## config.mk

```make
export PLATFORM = sky130hd
export DESIGN_NAME = vbfe_queue
export DESIGN_NICKNAME = d
export VERILOG_FILES = /design/src/sv/vbfe_pkg.sv /design/src/sv/vbfe_queue.sv
export SDC_FILE = /design/constraint.sdc
export NUM_CORES = 1
export LEC_CHECK = 0
export ABC_AREA = 1
export BUFFER_PORTS_ARGS = -buffer_cell sky130_fd_sc_hd__buf_2
export CORE_MARGIN = 2
export CORE_UTILIZATION = 51
export DETAILED_ROUTE_END_ITERATION = 12
export GPL_ROUTABILITY_DRIVEN = 0
export PLACE_DENSITY = 0.9
export SYNTH_ARGS = -nofsm -noshare
export SYNTH_HDL_FRONTEND = slang
export SYNTH_SLANG_ARGS = --single-unit
```

## constraint.sdc

```tcl
create_clock -name clk -period 3 [get_ports clk]
set_clock_uncertainty 0.1 [all_clocks]
set_input_delay 0.15 -clock clk [delete_from_list [all_inputs] [get_ports clk]]
set_output_delay 0.15 -clock clk [all_outputs]
set_load 0.05 [all_outputs]
```

## src/sv/vbfe_pkg.sv

```systemverilog
// ----------------------------------------------------------------------------
// vbfe_pkg: shared types and constants for the voxel boundary face extractor
// Command format between the front and back ends, direction codes and a
// small priority helper used when emitting face records.
// ----------------------------------------------------------------------------
package vbfe_pkg;

	// default grid edge length in voxels
	localparam int GRID_SIZE_DEF = 64;

	// field widths
	localparam int COORD_W   = 6;
	localparam int DIR_W     = 3;
	localparam int NUM_DIR   = 6;
	localparam int S_TDATA_W = 24;
	localparam int M_TDATA_W = 24;

	// command queue depth between front and back
	localparam int QUEUE_DEPTH = 2;

	// item kinds
	localparam logic MODE_WRITE = 1'b0;
	localparam logic MODE_QUERY = 1'b1;

	// face normals, also the bit positions in neighbour masks
	localparam logic [DIR_W-1:0] DIR_ZN = 3'd0;
	localparam logic [DIR_W-1:0] DIR_ZP = 3'd1;
	localparam logic [DIR_W-1:0] DIR_XN = 3'd2;
	localparam logic [DIR_W-1:0] DIR_XP = 3'd3;
	localparam logic [DIR_W-1:0] DIR_YN = 3'd4;
	localparam logic [DIR_W-1:0] DIR_YP = 3'd5;

	// classified command, only interior voxels get this far
	typedef struct packed {
		logic               mode;
		logic [COORD_W-1:0] x;
		logic [COORD_W-1:0] y;
		logic [COORD_W-1:0] z;
		logic               occ;
		logic [NUM_DIR-1:0] nb_in;  // neighbour lies inside the shell
	} cmd_t;

	// queue status seen by both ends
	typedef struct packed {
		logic full;
		logic empty;
	} queue_stat_t;

	// lowest set direction in a mask
	function automatic logic [DIR_W-1:0] first_dir(input logic [NUM_DIR-1:0] m);
		logic [DIR_W-1:0] d;
		d = DIR_ZN;
		for (int i = NUM_DIR - 1; i >= 0; i--) begin
			if (m[i]) begin
				d = DIR_W'(i);
			end
		end
		return d;
	endfunction

endpackage

```

## src/sv/vbfe_queue.sv

```systemverilog
// ----------------------------------------------------------------------------
// vbfe_queue: small command queue
// Decouples classification from the memory sequencer.
// ----------------------------------------------------------------------------
module vbfe_queue (
	input  logic                  clk,
	input  logic                  arst_n,
	input  logic                  push,
	input  vbfe_pkg::cmd_t        push_cmd,
	input  logic                  pop,
	output vbfe_pkg::cmd_t        head,
	output vbfe_pkg::queue_stat_t stat
);

	localparam int DEPTH = vbfe_pkg::QUEUE_DEPTH;
	localparam int AW    = (DEPTH > 1) ? $clog2(DEPTH) : 1;
	localparam int CNTW  = $clog2(DEPTH + 1);

	vbfe_pkg::cmd_t  entry_q [DEPTH];
	logic [AW-1:0]   wr_ptr_q, rd_ptr_q;
	logic [CNTW-1:0] count_q;
	logic            do_push, do_pop;

	assign stat.full  = (count_q == CNTW'(DEPTH));
	assign stat.empty = (count_q == '0);
	assign do_push    = push && !stat.full;
	assign do_pop     = pop && !stat.empty;
	assign head       = entry_q[rd_ptr_q];

	// storage
	always_ff @(posedge clk) begin
		if (do_push) begin
			entry_q[wr_ptr_q] <= push_cmd;
		end
	end

	// pointers and fill level
	always_ff @(posedge clk or negedge arst_n) begin
		if (!arst_n) begin
			wr_ptr_q <= '0;
			rd_ptr_q <= '0;
			count_q  <= '0;
		end else begin
			if (do_push) begin
				wr_ptr_q <= (wr_ptr_q == AW'(DEPTH - 1)) ? '0 : wr_ptr_q + AW'(1);
			end
			if (do_pop) begin
				rd_ptr_q <= (rd_ptr_q == AW'(DEPTH - 1)) ? '0 : rd_ptr_q + AW'(1);
			end
			if (do_push && !do_pop) begin
				count_q <= count_q + CNTW'(1);
			end else if (do_pop && !do_push) begin
				count_q <= count_q - CNTW'(1);
			end
		end
	end

endmodule

```

* Word-level counts from Yosys, hierarchy flattened
Memory sizes are Yosys's and may differ from the RTL's.
Cells that the tools add are included.
** Storage, ports and cells
- Register bits after elaboration :: 4
- RAM bits :: 52
- Input port bits :: 30
- Output and inout port bits :: 28
- Logic and storage cells :: 25
- Memories kept :: 1
** Memory list
- entry_q :: depth 2, bits a word 26, rd ports 1, clocked after Yosys merged registers in 0, write ports 1, line vbfe_queue.sv:19 : vbfe_pkg::cmd_t entry_q [DEPTH];
** Operators by class
- Add/sub/neg operators :: 4
- Equality and inequality tests :: 1
- Multiplexer cells :: 6
- Reductions and logical operators :: 10
** Operator list (count)
- $logic_and A1 B1 Y1 :: 4
- $logic_not A1 Y1 :: 4
- $mux W1 :: 4
- $mux W2 :: 2
- $add A1 B1 Y1 const B :: 2
- $add A2 B1 Y2 const B :: 1
- $eq A2 B2 Y1 const B :: 1
- $logic_not A2 Y1 :: 1
- $reduce_bool A2 Y1 :: 1
- $sub A2 B1 Y2 const B :: 1

* Longest topological paths before layout
- Word-level depth :: 7
- Mapped depth :: 9
- Depth with buffers taken out :: 9

* Least setup slack after synthesis
No wires, ideal clock.
- Path type :: flip-flop to flip-flop
- From :: register count_q[0]
- To :: memory entry_q[1][0] (netlist bit), enable pin
- Library setup time :: 409 ps
- Arrival :: 1659 ps
- Required time :: 2491 ps
- Path slack :: 832 ps
- Stages on the path, launching flop included :: 3
- Path buffers :: 0
- Clock period less this slack :: 2168 ps
- Path through :: dfrtp_1 > o21ai_1 > nor2_1
** Between the ends
- Word-level cells in the longest chain between the ends :: 5
** RTL lines
- from (decl) :: line vbfe_queue.sv:21 : logic [CNTW-1:0] count_q;
- from (signal assigned) :: line vbfe_queue.sv:51 : count_q <= count_q + CNTW'(1);
- from (signal assigned) :: line vbfe_queue.sv:53 : count_q <= count_q - CNTW'(1);
- $eq A2 B2 Y1 :: line vbfe_queue.sv:24 : assign stat.full = (count_q == CNTW'(DEPTH));
- $logic_not A1 Y1 :: line vbfe_queue.sv:26 : assign do_push = push && !stat.full;
- $logic_and A1 B1 Y1 :: line vbfe_queue.sv:26
- $mux W1 :: line vbfe_queue.sv:32 : if (do_push) begin
- $mux W1 (not written as such) :: line vbfe_queue.sv:33 : entry_q[wr_ptr_q] <= push_cmd;
- to (decl) :: line vbfe_queue.sv:19
Every way passes these cells.

==> results.cfg <==
[outcome]
outcome = complete, no violations

[synthesis]
yosysSeqAreaShare_pct = 77.7
syn_nets = 198
ys_warn_count = 0
synth.distinct_cells = 18
synth_cells = 167
syn_area_per_cell_um2 = 12.8
synthesis.area_um2 = 2140
synth_seq_cells = 56

[placed_design]
port-buffer-count = 57
hpwl_um = 2460

[setup_path]
max_stage_delay_ns = 0.96
worst_path_dominant_cell_family = flip-flops
cp_cell_sequence = inv_4 > nand2_1 > nand2_1 > buf_2
end_kind = output pin
worstSetupPathType = register to output pin
crit_top_cell = nand2_1
cp_num_buf_inv = 2
worst_setup_path_start_kind = register
critPathMaxFanout = 28
arrival_ns = 2.03
cp.required_ns = 2.75
worst_path_max_delay_cell = dfrtp_1

[global_routing]
grt_pass1_wl_um = 5930
grt_usage_pct = 18.1
first_global_vias = 1374
grt_max_degree = 29
overflow = 0
antenna_found_initial = 0

[clock_network]
cts_tree = yes
cts.sinks = 56
cts-resized-gates = 0
cts_buffers = 5
root_buffer = clkbuf_8
htree_levels = 2
clockBufferDepth = 2
clk_pin_slew_ns = 0.09
clk_latency_ns = 0.30

[hold_path]
hold_path.class = primary input to async pin

[layout]
final_common_cell = nand2_1
num-nets-final = 287
diodes = 0
n_fill_cell = 288
fin_util_pct = 70.2
most-common-layout-cells = nand2_1 (87), buf_2 (57), edfxtp_1 (52)
area_delta_synth_final_pct = 32.2
drive_above_1_share_pct = 27.6

[detailed_routing]
vias = 1471
drtIter0Drc = 49
drc = 0
viasPerCell = 4.79
first_pass_iters = 5
postRouteWirelength_um = 3960
wl_per_cell_um = 12.9
antenna_left = 0

[floorplan]
fp-row-count = 23
die_x_um = 68.8
fp.dieArea_um2 = 4730
boundaryPins = 58
die_y_um = 68.8
coreArea_um2 = 4030
start_util_pct = 53.1

[sta]
layout_min_cycle_time_ns = 2.28
grt_setup_unrepaired = no
max_clock_freq_mhz = 439
tightest_slew_ns = 0.932
hold_viol = 0
fin_crit_sh_pct = 75.9
drv_slew = 0
setup_tns_ns = 0
max_slew_margin_pct = 37.8
setup_viol = 0

[pwr]
ir_drop_mv = 0.604
power_density_nw_per_um2 = 1060
p_leak_nw = 1.26

[run]
cap_violations = 0
==> per-stage QoR <==
step	std cells	hold WS (ns)	total power, mW	area, µm²	setup WS [ns]
6_report	307	0.0777	2.99	2830	0.723
4_1_cts	307	0.0642	2.99	2830	0.775
5_1_grt	307	0.101	3.14	2830	0.568
3_3_place_gp	271	-0.138	2.55	2460	1.17
2_1_floorplan	167	-0.246	2.29	2140	0.832
3_5_place_dp	271	-0.137	2.58	2460	1.07
==> flip-flops by register name, indices dropped and copies added, names as in the netlist <==
name	flops
count_q	2
entry_q	52
rd_ptr_q	1
wr_ptr_q	1
==> path summary, 6_finish.rpt <==
| check | slack (ns) | depth (start not counted) | endpoint | start |
|---|---|---|---|---|
| worst min-delay path | 0.08 | 2 | wr_ptr_q | arst_n |
| worst max-delay path | 0.72 | 4 | head[15] | rd_ptr_q |
| worst max register to register | 1.05 | 5 | entry_q[0][6] | count_q[0] |
| max in group asynchronous | 2.60 | 2 | rd_ptr_q | arst_n |
| min in group clk | 0.10 | 4 | wr_ptr_q | push |
| worst min register to register | 0.40 | 2 | wr_ptr_q | wr_ptr_q |
==> layer usage <==
layer	share of wire [%]	GRT usage (%)	wire [µm]
met1	41	22.1	1610
met2	50	30.6	1990
met3	6.3	2.60	250
met4	3.0	11.0	119
met5	0	0	0
==> power by group <==
group / switching, mW / leakage, nW / total, mW / internal [mW]
Clock: 0.224 / 0.0460 / 0.387 / 0.163
Combinational: 1.10 / 0.679 / 1.41 / 0.311
Sequential: 0.118 / 0.532 / 1.19 / 1.07
==> timing repair <==
action                    CTS  global route
hold buffers               28             0
buffers inserted            0             0
hold endpoints to repair   57             0
==> cells by family after synthesis <==
group / after synthesis / synth area share, %
AOI/OAI and AO/OA: 2 / 0.468
xor gates and xnor gates: 1 / 0.410
and+or+nand+nor: 94 / 17.3
adders and majority gates: 1 / 0.585
DFF: 56 / 77.7
buffers and inverters: 13 / 3.51
==> cells in the mapped netlist <==
cell type | number | area (µm²)
nand2_1 | 87 | 327
edfxtp_1 | 52 | 1560
inv_1 | 6 | 22.5
dfrtp_1 | 4 | 100
buf_4 | 2 | 15.0
buf_6 | 2 | 22.5
nor2_1 | 2 | 7.51
o21ai_1 | 2 | 10.0
buf_2 | 1 | 5.00
ha_1 | 1 | 12.5
inv_2 | 1 | 3.75
inv_4 | 1 | 6.26
nand3_1 | 1 | 5.00
nand3b_1 | 1 | 7.51
nand4_1 | 1 | 6.26
nor2_2 | 1 | 6.26
nor2_4 | 1 | 11.3
xnor2_1 | 1 | 8.76
==> cell type report <==
type                    count  area, µm²  area share (%)
clock buffers               5       68.8            2.43
clock inverters             3       17.5           0.619
inverters                   8       32.5            1.15
multi-input cells          98        404            14.3
flip-flops and latches     56       1660            58.8
well taps                  50       62.6            2.21
repair buffers             87        581            20.5
Power figures use the tool's default switching activity.
