**src/sv/vbfe_pkg.sv**
```systemverilog
// ----------------------------------------------------------------------------
// vbfe_pkg: shared types and constants for the voxel boundary face extractor
// Command format between the front and back ends, direction codes and a
// small priority helper used when emitting face records.
// ----------------------------------------------------------------------------
package vbfe_pkg;

	// default grid edge length in voxels
	localparam int GRID_SIZE_DEF = 64;

	// field widths
	localparam int COORD_W   = 6;
	localparam int DIR_W     = 3;
	localparam int NUM_DIR   = 6;
	localparam int S_TDATA_W = 24;
	localparam int M_TDATA_W = 24;

	// command queue depth between front and back
	localparam int QUEUE_DEPTH = 2;

	// item kinds
	localparam logic MODE_WRITE = 1'b0;
	localparam logic MODE_QUERY = 1'b1;

	// face normals, also the bit positions in neighbour masks
	localparam logic [DIR_W-1:0] DIR_ZN = 3'd0;
	localparam logic [DIR_W-1:0] DIR_ZP = 3'd1;
	localparam logic [DIR_W-1:0] DIR_XN = 3'd2;
	localparam logic [DIR_W-1:0] DIR_XP = 3'd3;
	localparam logic [DIR_W-1:0] DIR_YN = 3'd4;
	localparam logic [DIR_W-1:0] DIR_YP = 3'd5;

	// classified command, only interior voxels get this far
	typedef struct packed {
		logic               mode;
		logic [COORD_W-1:0] x;
		logic [COORD_W-1:0] y;
		logic [COORD_W-1:0] z;
		logic               occ;
		logic [NUM_DIR-1:0] nb_in;  // neighbour lies inside the shell
	} cmd_t;

	// queue status seen by both ends
	typedef struct packed {
		logic full;
		logic empty;
	} queue_stat_t;

	// lowest set direction in a mask
	function automatic logic [DIR_W-1:0] first_dir(input logic [NUM_DIR-1:0] m);
		logic [DIR_W-1:0] d;
		d = DIR_ZN;
		for (int i = NUM_DIR - 1; i >= 0; i--) begin
			if (m[i]) begin
				d = DIR_W'(i);
			end
		end
		return d;
	endfunction

endpackage

```
**src/sv/vbfe_front.sv**
```systemverilog
// ----------------------------------------------------------------------------
// vbfe_front: input item acceptance and classification
// Unpacks the input item, drops shell and out-of-grid coordinates, works out
// which neighbours are interior and pushes a command into the queue.
// ----------------------------------------------------------------------------
module vbfe_front #(
	parameter int GRID_SIZE = vbfe_pkg::GRID_SIZE_DEF
) (
	input  logic                           s_tvalid,
	output logic                           s_tready,
	// s_tdata: vox_x[5:0], vox_y[11:6], vox_z[17:12], occupied[18], zero pad
	input  logic [vbfe_pkg::S_TDATA_W-1:0] s_tdata,
	// s_tuser: mode[0]
	input  logic [0:0]                     s_tuser,
	input  vbfe_pkg::queue_stat_t          q_stat,
	input  logic                           clearing,
	output logic                           q_push,
	output vbfe_pkg::cmd_t                 q_cmd
);

	localparam logic [8:0] TOP    = 9'(GRID_SIZE - 1);
	localparam logic [8:0] TOP_M1 = 9'(GRID_SIZE - 2);

	logic [8:0] x9, y9, z9;
	logic       interior;

	// field unpacking
	assign x9 = 9'(s_tdata[5:0]);
	assign y9 = 9'(s_tdata[11:6]);
	assign z9 = 9'(s_tdata[17:12]);

	assign interior = (x9 != 9'd0) && (x9 < TOP) &&
	                  (y9 != 9'd0) && (y9 < TOP) &&
	                  (z9 != 9'd0) && (z9 < TOP);

	// command build
	always_comb begin
		q_cmd       = '0;
		q_cmd.mode  = s_tuser[0];
		q_cmd.x     = s_tdata[5:0];
		q_cmd.y     = s_tdata[11:6];
		q_cmd.z     = s_tdata[17:12];
		q_cmd.occ   = s_tdata[18];
		q_cmd.nb_in[vbfe_pkg::DIR_ZN] = (z9 >= 9'd2);
		q_cmd.nb_in[vbfe_pkg::DIR_ZP] = (z9 < TOP_M1);
		q_cmd.nb_in[vbfe_pkg::DIR_XN] = (x9 >= 9'd2);
		q_cmd.nb_in[vbfe_pkg::DIR_XP] = (x9 < TOP_M1);
		q_cmd.nb_in[vbfe_pkg::DIR_YN] = (y9 >= 9'd2);
		q_cmd.nb_in[vbfe_pkg::DIR_YP] = (y9 < TOP_M1);
	end

	// accept when not full or clearing; shell items are taken and dropped
	assign s_tready = !q_stat.full && !clearing;
	assign q_push   = s_tvalid && s_tready && interior;

endmodule

```
**config.mk**
```make
export PLATFORM = sky130hd
export DESIGN_NAME = vbfe_front
export DESIGN_NICKNAME = d
export VERILOG_FILES = /design/src/sv/vbfe_pkg.sv /design/src/sv/vbfe_front.sv
export SDC_FILE = /design/constraint.sdc
export NUM_CORES = 1
export LEC_CHECK = 0
export ABC_AREA = 1
export BUFFER_PORTS_ARGS = -buffer_cell sky130_fd_sc_hd__clkbuf_2
export CAP_MARGIN = 20
export CORE_AREA = 2 2 39 41
export DETAILED_ROUTE_END_ITERATION = 7
export DIE_AREA = 0 0 41 43
export GPL_TIMING_DRIVEN = 1
export PLACE_DENSITY = 0.78
export SLEW_MARGIN = 30
export SYNTH_ARGS = -nofsm -noshare
export SYNTH_HDL_FRONTEND = slang
export SYNTH_SLANG_ARGS = --single-unit
```
**constraint.sdc**
```tcl
create_clock -name vclk -period 0.8
set_input_delay 0.08 -clock vclk [all_inputs]
set_output_delay 0.08 -clock vclk [all_outputs]
set_load 0.02 [all_outputs]
```
=== Word-level counts from Yosys, hierarchy flattened ===
Index checks and enable logic that the tools add are counted.

* Logic and storage cells: 22
* Memories kept: 0
* Output and inout port bits: 28
* ROM bits: 0
* Latch bits: 0
* Register bits: 0
* Bits of input ports: 29
* RAM bits: 0

* Reduce and logical (&&, ||, !) cells: 13
* Shift-type cells: 0
* Add/subtract/negate cells: 0
* Equal/unequal tests: 0
* Multiply operators: 0
* Bitwise gates (word level): 0
* Magnitude comparators: 9
* Muxes and demuxes: 0
* Divide/modulo/power cells: 0

{| class="wikitable"
|+ Operator list
! kind !! count
|-
| 6-bit < comparator, second input constant || 6
|-
| 9-bit nonzero test || 3
|-
| 6-bit by 2-bit greater-or-equal comparator with 1-bit output, second input constant || 3
|-
| 1-bit logical AND || 8
|-
| 1-bit zero test || 2
|}

=== Depth between registers and ports, before layout ===
Gate-level depths: netlist (run 1).

* Depth after elaboration: 7
* Gate-level depth with buffers: 7
* Mapped depth without buffers: 7

=== Worst setup path after synthesis (run 1) ===
No wires, ideal clock.

* Path kind: input port to output port
* Start: input clearing
* End: output q_push
* Required time: 720 ps
* Stages: 5
* Setup slack: 141 ps
* Path buffers: 0
* Arrival: 579 ps
* Cell sequence: nor3b_2 nand2_1 inv_2 nand2_2 nor2_2

* Longest elaborated chain between the ends: 4

{| class="wikitable"
|+ RTL lines
! item !! RTL line !! text
|-
| from (decl) || vbfe_front.sv:16 || <nowiki>input logic clearing,</nowiki>
|-
| 1-bit zero test || vbfe_front.sv:53 || <nowiki>assign s_tready = !q_stat.full && !clearing;</nowiki>
|-
| 1-bit logical AND || vbfe_front.sv:53 ||
|-
| 1-bit logical AND (2 in series) || vbfe_front.sv:54 || <nowiki>assign q_push = s_tvalid && s_tready && interior;</nowiki>
|-
| to (decl) || vbfe_front.sv:17 || <nowiki>output logic q_push,</nowiki>
|}

No other way between the ends.

=== Worst setup path after layout (run 1) ===
* Start: input s_tdata[13] (netlist bit)
* End: output q_push

* Longest elaborated chain between the ends: 4

{| class="wikitable"
|+ RTL lines
! item !! RTL line !! text
|-
| from (decl) || vbfe_front.sv:12 || <nowiki>input logic [vbfe_pkg::S_TDATA_W-1:0] s_tdata,</nowiki>
|-
| branches (longest 2 deep; another with 6-bit < comparator) || n/a ||
|-
| 1-bit logical AND (*) || vbfe_front.sv:34 || <nowiki>(z9 != 9'd0) && (z9 < TOP);</nowiki>
|-
| 1-bit logical AND (*) || vbfe_front.sv:54 ||
|}

Mark *: on every way between the ends.

==> flow_metrics.tcl, run 1 <==
set metrics [dict create \
    period_share_pct 103 \
    grt_use_total_pct 9.69 \
    dr_wl_met3_um 93 \
    final_nets 126 \
    cp.required_ps 720 \
    wire_per_inst_um 9.40 \
    wl_met2_um 650 \
    power.total_uw 349 \
    ys_seq_area_share_pct 0 \
    dp_hpwl_um 798 \
    dpl-instance-area_um2 480 \
    dieArea_um2 1760 \
    synth.most_common_cell "buf_4" \
    crit_top_cell "nand2_2" \
    slowest_stage "clkbuf_8" \
    die_x_um 41 \
    utilization_pct 47.3 \
    dr.pass1.iters 2 \
    ioPinCount 57 \
    max_stage_delay_ps 150 \
    initial_core_util_pct 25.0 \
    finalMaxSlewViolations 0 \
    status "complete, but fails checks" \
    layout_setup_ws_ps -23.5 \
    synth.area.top_cells "buf_4 43%, nand2_1 16%, nor2_1 13%" \
    synth_top_area_share_pct 43.5 \
    setup_violations 1 \
    yosys_warnings 0 \
    critPathLaunchType "primary input" \
    tightest_slew_ps 136 \
    worstSetupEndpointType "primary output" \
    drc_errors 0 \
    place.gp.congestion 0.669 \
    maxCapViolCount 0 \
    area_delta_synth_final_pct 89.5 \
    drive_gt1_share_pct 78.9 \
    pwr_density_cell_nw_per_um2 533 \
    grt_pass1_vias 380 \
    ys_types 10 \
    core-area_um2 1380 \
    num_rows 14 \
    wl_met1_um 299 \
    hold_violations 0 \
    synth.largest_area_cell "buf_4" \
    seq_area_um2 0 \
    critPathArrivalTime_ps 740 \
    portBuffers 47 \
    overflow 0 \
    hold_depth 0 \
    via_count 474 \
    cp_num_buf_inv 4 \
    nFlopsAndLatches 0 \
    relSlewSlack_pct 90.9 \
    failed_checks "setup timing" \
    path_delay_family "buffers and inverters" \
    rsz0062_at_grt "true" \
    clock.fmax_mhz 1210 \
    wirelength_mm 1.04 \
    synth_nets 92 \
    synthTopCellsByCount "20 x buf_4, 15 x nand2_1, 12 x nor2_1, 5 x nand3_1" \
    final_cell_area_um2 654 \
    leakage_nw 0.356 \
    avgSynthCellArea_um2 5.48 \
    grt_pass1_wl_mm 1.29 \
    synth_area_um2 345 \
    vias_per_cell 4.27 \
    tns_ps -23.5 \
    cp.depth 9 \
    holdCritPathClass "in2out" \
    diodes 0 \
    grt_start_max_net_pins 6 \
    fin_crit_ps 824 \
    clkbuf_count 0 \
    die_y_um 43 \
    crit_chain "buf_4 -> nand2_2 -> inv_2 -> nand2_2 -> nand2_2 -> inv_2 -> nand2_2 -> nor2_2 -> clkbuf_8" \
    ir_worst_vdd_mv 0.270 \
    worstPathMaxFanout 4 \
    syn-instance-count 63 \
    drt_iter0_drc 1 \
    cts_hold_buf 0 \
    ant_nets 0 \
    dr.max_layer_used "met3" \
    grt_antenna_before_repair 0 \
    worstSetupPathType "in2out" \
]
layout make-up:
| cell class | count | area (um^2) |
|---|---|---|
| fillers | 155 | 729 |
| multi-input cells | 39 | 260 |
| inverters | 4 | 15.0 |
| well taps | 16 | 20.0 |
| repair buffers | 52 | 359 |
where the power goes:
part	total, mW	internal [mW]	switching (mW)
registers	0	0	0
logic	0.349	0.159	0.190
clock network	0	0	0
total	0.349	0.159	0.190
worst paths after layout:
kind	to	start	slack [ps]
setup / recovery	q_push	s_tdata[13]	-20
hold / removal	q_cmd[25]	s_tuser	160
metal layers:
metal	GRT usage [%]	up-vias
met4	0	0
li1	-	239
met3	0	0
met1	8.54	206
met2	21.9	29
met5	0	-
layout by cell type (no fill, tap or decap), drive strengths merged:
master and count:
nand3 5, buf 16, nor2 14, nor3b 1
clkbuf 36, nand3b 3, inv 4, nand2 16
logic make-up (layout without fill, tap and decap cells):
group | after synthesis | count (layout) | synth area share (%)
buffers and inverters | 24 | 56 | 47.8
and+or+nand+nor | 39 | 39 | 52.2
through the flow:
stage / setup slack [ps] / hold WS (ps) / std cells
floorplan: 141 / 235 / 63
global placement: -59.1 / 160 / 110
detailed placement: -66.2 / 160 / 110
CTS: -21.0 / 160 / 111
global route: -82.9 / 160 / 111
finish: -23.5 / 160 / 111
repair_timing:
item                                    4_1_cts  5_1_grt
cloned                                        0        0
endpoints found under the setup margin        1        3
pin swaps                                     5        9
resized for setup                            13       42
buffers inserted                              1        1
(Power assumes the default switching activity.)
==> inputs of run 2 (changes only) <==
- PLACE_DENSITY: 0.78 -> 0.8
==> run 2 against run 1 <==
- the flow still finishes with violations (setup timing)
- non-clock buffer count decreased by 2
- power fell by 18%
- fmax increased by 1.0%
- first-iteration DRC count grew to 4.0 times the previous value
- final cell count shrank 1.8%
- global-route usage decreased by 1.2 points
- utilization fell by 9.1 points
- combinational power down 18%
- routed wire length decreased by 16%
- design area fell by 19%
- critical endpoint unchanged
- largest power group unchanged
==> flow_metrics.tcl, run 2 (same netlist as run 1, synthesis figures left out) <==
set metrics [dict create \
    status "complete, but fails checks" \
    failed_checks "setup timing" \
    core-area_um2 1380 \
    critPathLaunchType "primary input" \
    rsz0062_at_grt "true" \
    diodes 0 \
    setup_violations 1 \
    vias_per_cell 4.22 \
    pwr_density_cell_nw_per_um2 542 \
    pre_cts_slack_ps -53.6 \
    portBuffers 47 \
    hold_violations 0 \
    leakage_nw 0.313 \
    area_delta_synth_final_pct 52.9 \
    ir_worst_vdd_mv 0.203 \
    wire_per_inst_um 7.99 \
    dr.pass1.iters 2 \
    seq_area_um2 0 \
    grt_pass1_wl_mm 1.16 \
    p_comb_share_pct 100.0 \
    drt_iter0_drc 4 \
    grt_pass1_vias 353 \
    overflow 0 \
    final_cell_mix "43 x clkbuf_2, 14 x nand2_1, 7 x nor2_2" \
    final_nets 124 \
    num_rows 14 \
    drive_gt1_share_pct 66.7 \
    ant_nets 0 \
    switching_share_pct 58.6 \
    dp_hpwl_um 750 \
    final_common_cell "clkbuf_2" \
    finalMaxSlewViolations 0 \
    cp.required_ps 720 \
    die_y_um 43 \
    die_x_um 41 \
    maxCapViolCount 0 \
    clkbuf_count 0 \
    seqPwrFrac_pct 0 \
    period_share_pct 102 \
    worstPathMaxFanout 3 \
    worstSetupEndpointType "primary output" \
    layout_setup_ws_ps -15.0 \
    wirelength_um 871 \
    clock.fmax_mhz 1230 \
    dpl-instance-area_um2 473 \
    ioPinCount 57 \
    p_clk_share_pct 0 \
    grt_antenna_before_repair 0 \
    fin_crit_ps 815 \
    final_cell_area_um2 528 \
    via_count 460 \
    relSlewSlack_pct 91.1 \
    grt_start_max_net_pins 6 \
    initial_core_util_pct 25.0 \
    p_sw_uw 168 \
    nFlopsAndLatches 0 \
    place.gp.congestion 0.651 \
    intPower_uw 118 \
    tightest_slew_ps 134 \
    critPathArrivalTime_ps 740 \
    drc_errors 0 \
    worstSetupPathType "in2out" \
    hold_depth 0 \
    dieArea_um2 1760 \
    grt_use_total_pct 8.49 \
    holdCritPathClass "in2out" \
]
[run 2: cell types whose count changed in the layout (fill, tap and decap cells not counted), moves of 3 or more]
cell / change
nand2_1: +5
buf_4: -6
nor2_4: -4
buf_8: -4
clkbuf_2: +9
nand2_2: -3
[run 2: final cells by class]
| type | instances | area, um^2 |
|---|---|---|
| fill | 168 | 856 |
| inverter | 4 | 15.0 |
| multi-input combinational | 39 | 203 |
| tap | 16 | 20.0 |
| timing repair buffer | 50 | 290 |
[run 2: repair_timing]
| action | CTS | global route |
|---|---|---|
| pin swaps | 1 | 3 |
| setup endpoints to repair | 1 | 2 |
| setup buffers | 0 | 0 |
| gates resized for setup | 11 | 2 |
| hold buffers | 0 | 0 |
[run 2: path summary, 6_finish.rpt]
| path | start | end |
|---|---|---|
| max | s_tdata[15] | q_push |
| min | s_tuser | q_cmd[25] |
[run 2: per-stage QoR]
step	TNS [ps]	hold WS [ps]	total power, mW	instances	util [%]
floorplan	0	235	0.203	63	-
global placement	-45.3	160	0.256	109	34.2
detailed placement	-53.6	160	0.260	109	34.2
CTS	-28.9	160	0.283	109	37.5
global route	-81.8	160	0.312	109	38.2
finish	-15.0	160	0.286	109	38.2
[run 2: power groups by stage]
stage	registers (mW)	logic, mW	clock network, mW
2_1_floorplan	0	0.203	0
3_3_place_gp	0	0.256	0
3_5_place_dp	0	0.260	0
4_1_cts	0	0.283	0
5_1_grt	0	0.312	0
6_report	0	0.286	0
[run 2: critical path: stages]
cell and delay [ps]:
clkbuf_8 110, nand2_2 50, nor2_2 110, nand2_1 60, nand2_1 50, inv_1 40, nand2_2 50, nor2_2 30
clkbuf_8 140
[run 2: per-layer routing]
layer  part of all wire, %  global-route usage [%]  vias to the layer above  wire (um)
met4                     0                   0.667                        0          0
met5                     0                       0                        -          0
li1                      -                       -                      237          -
met3                    11                       0                        0         98
met2                    55                    19.1                       28        475
met1                    34                    7.28                      195        297
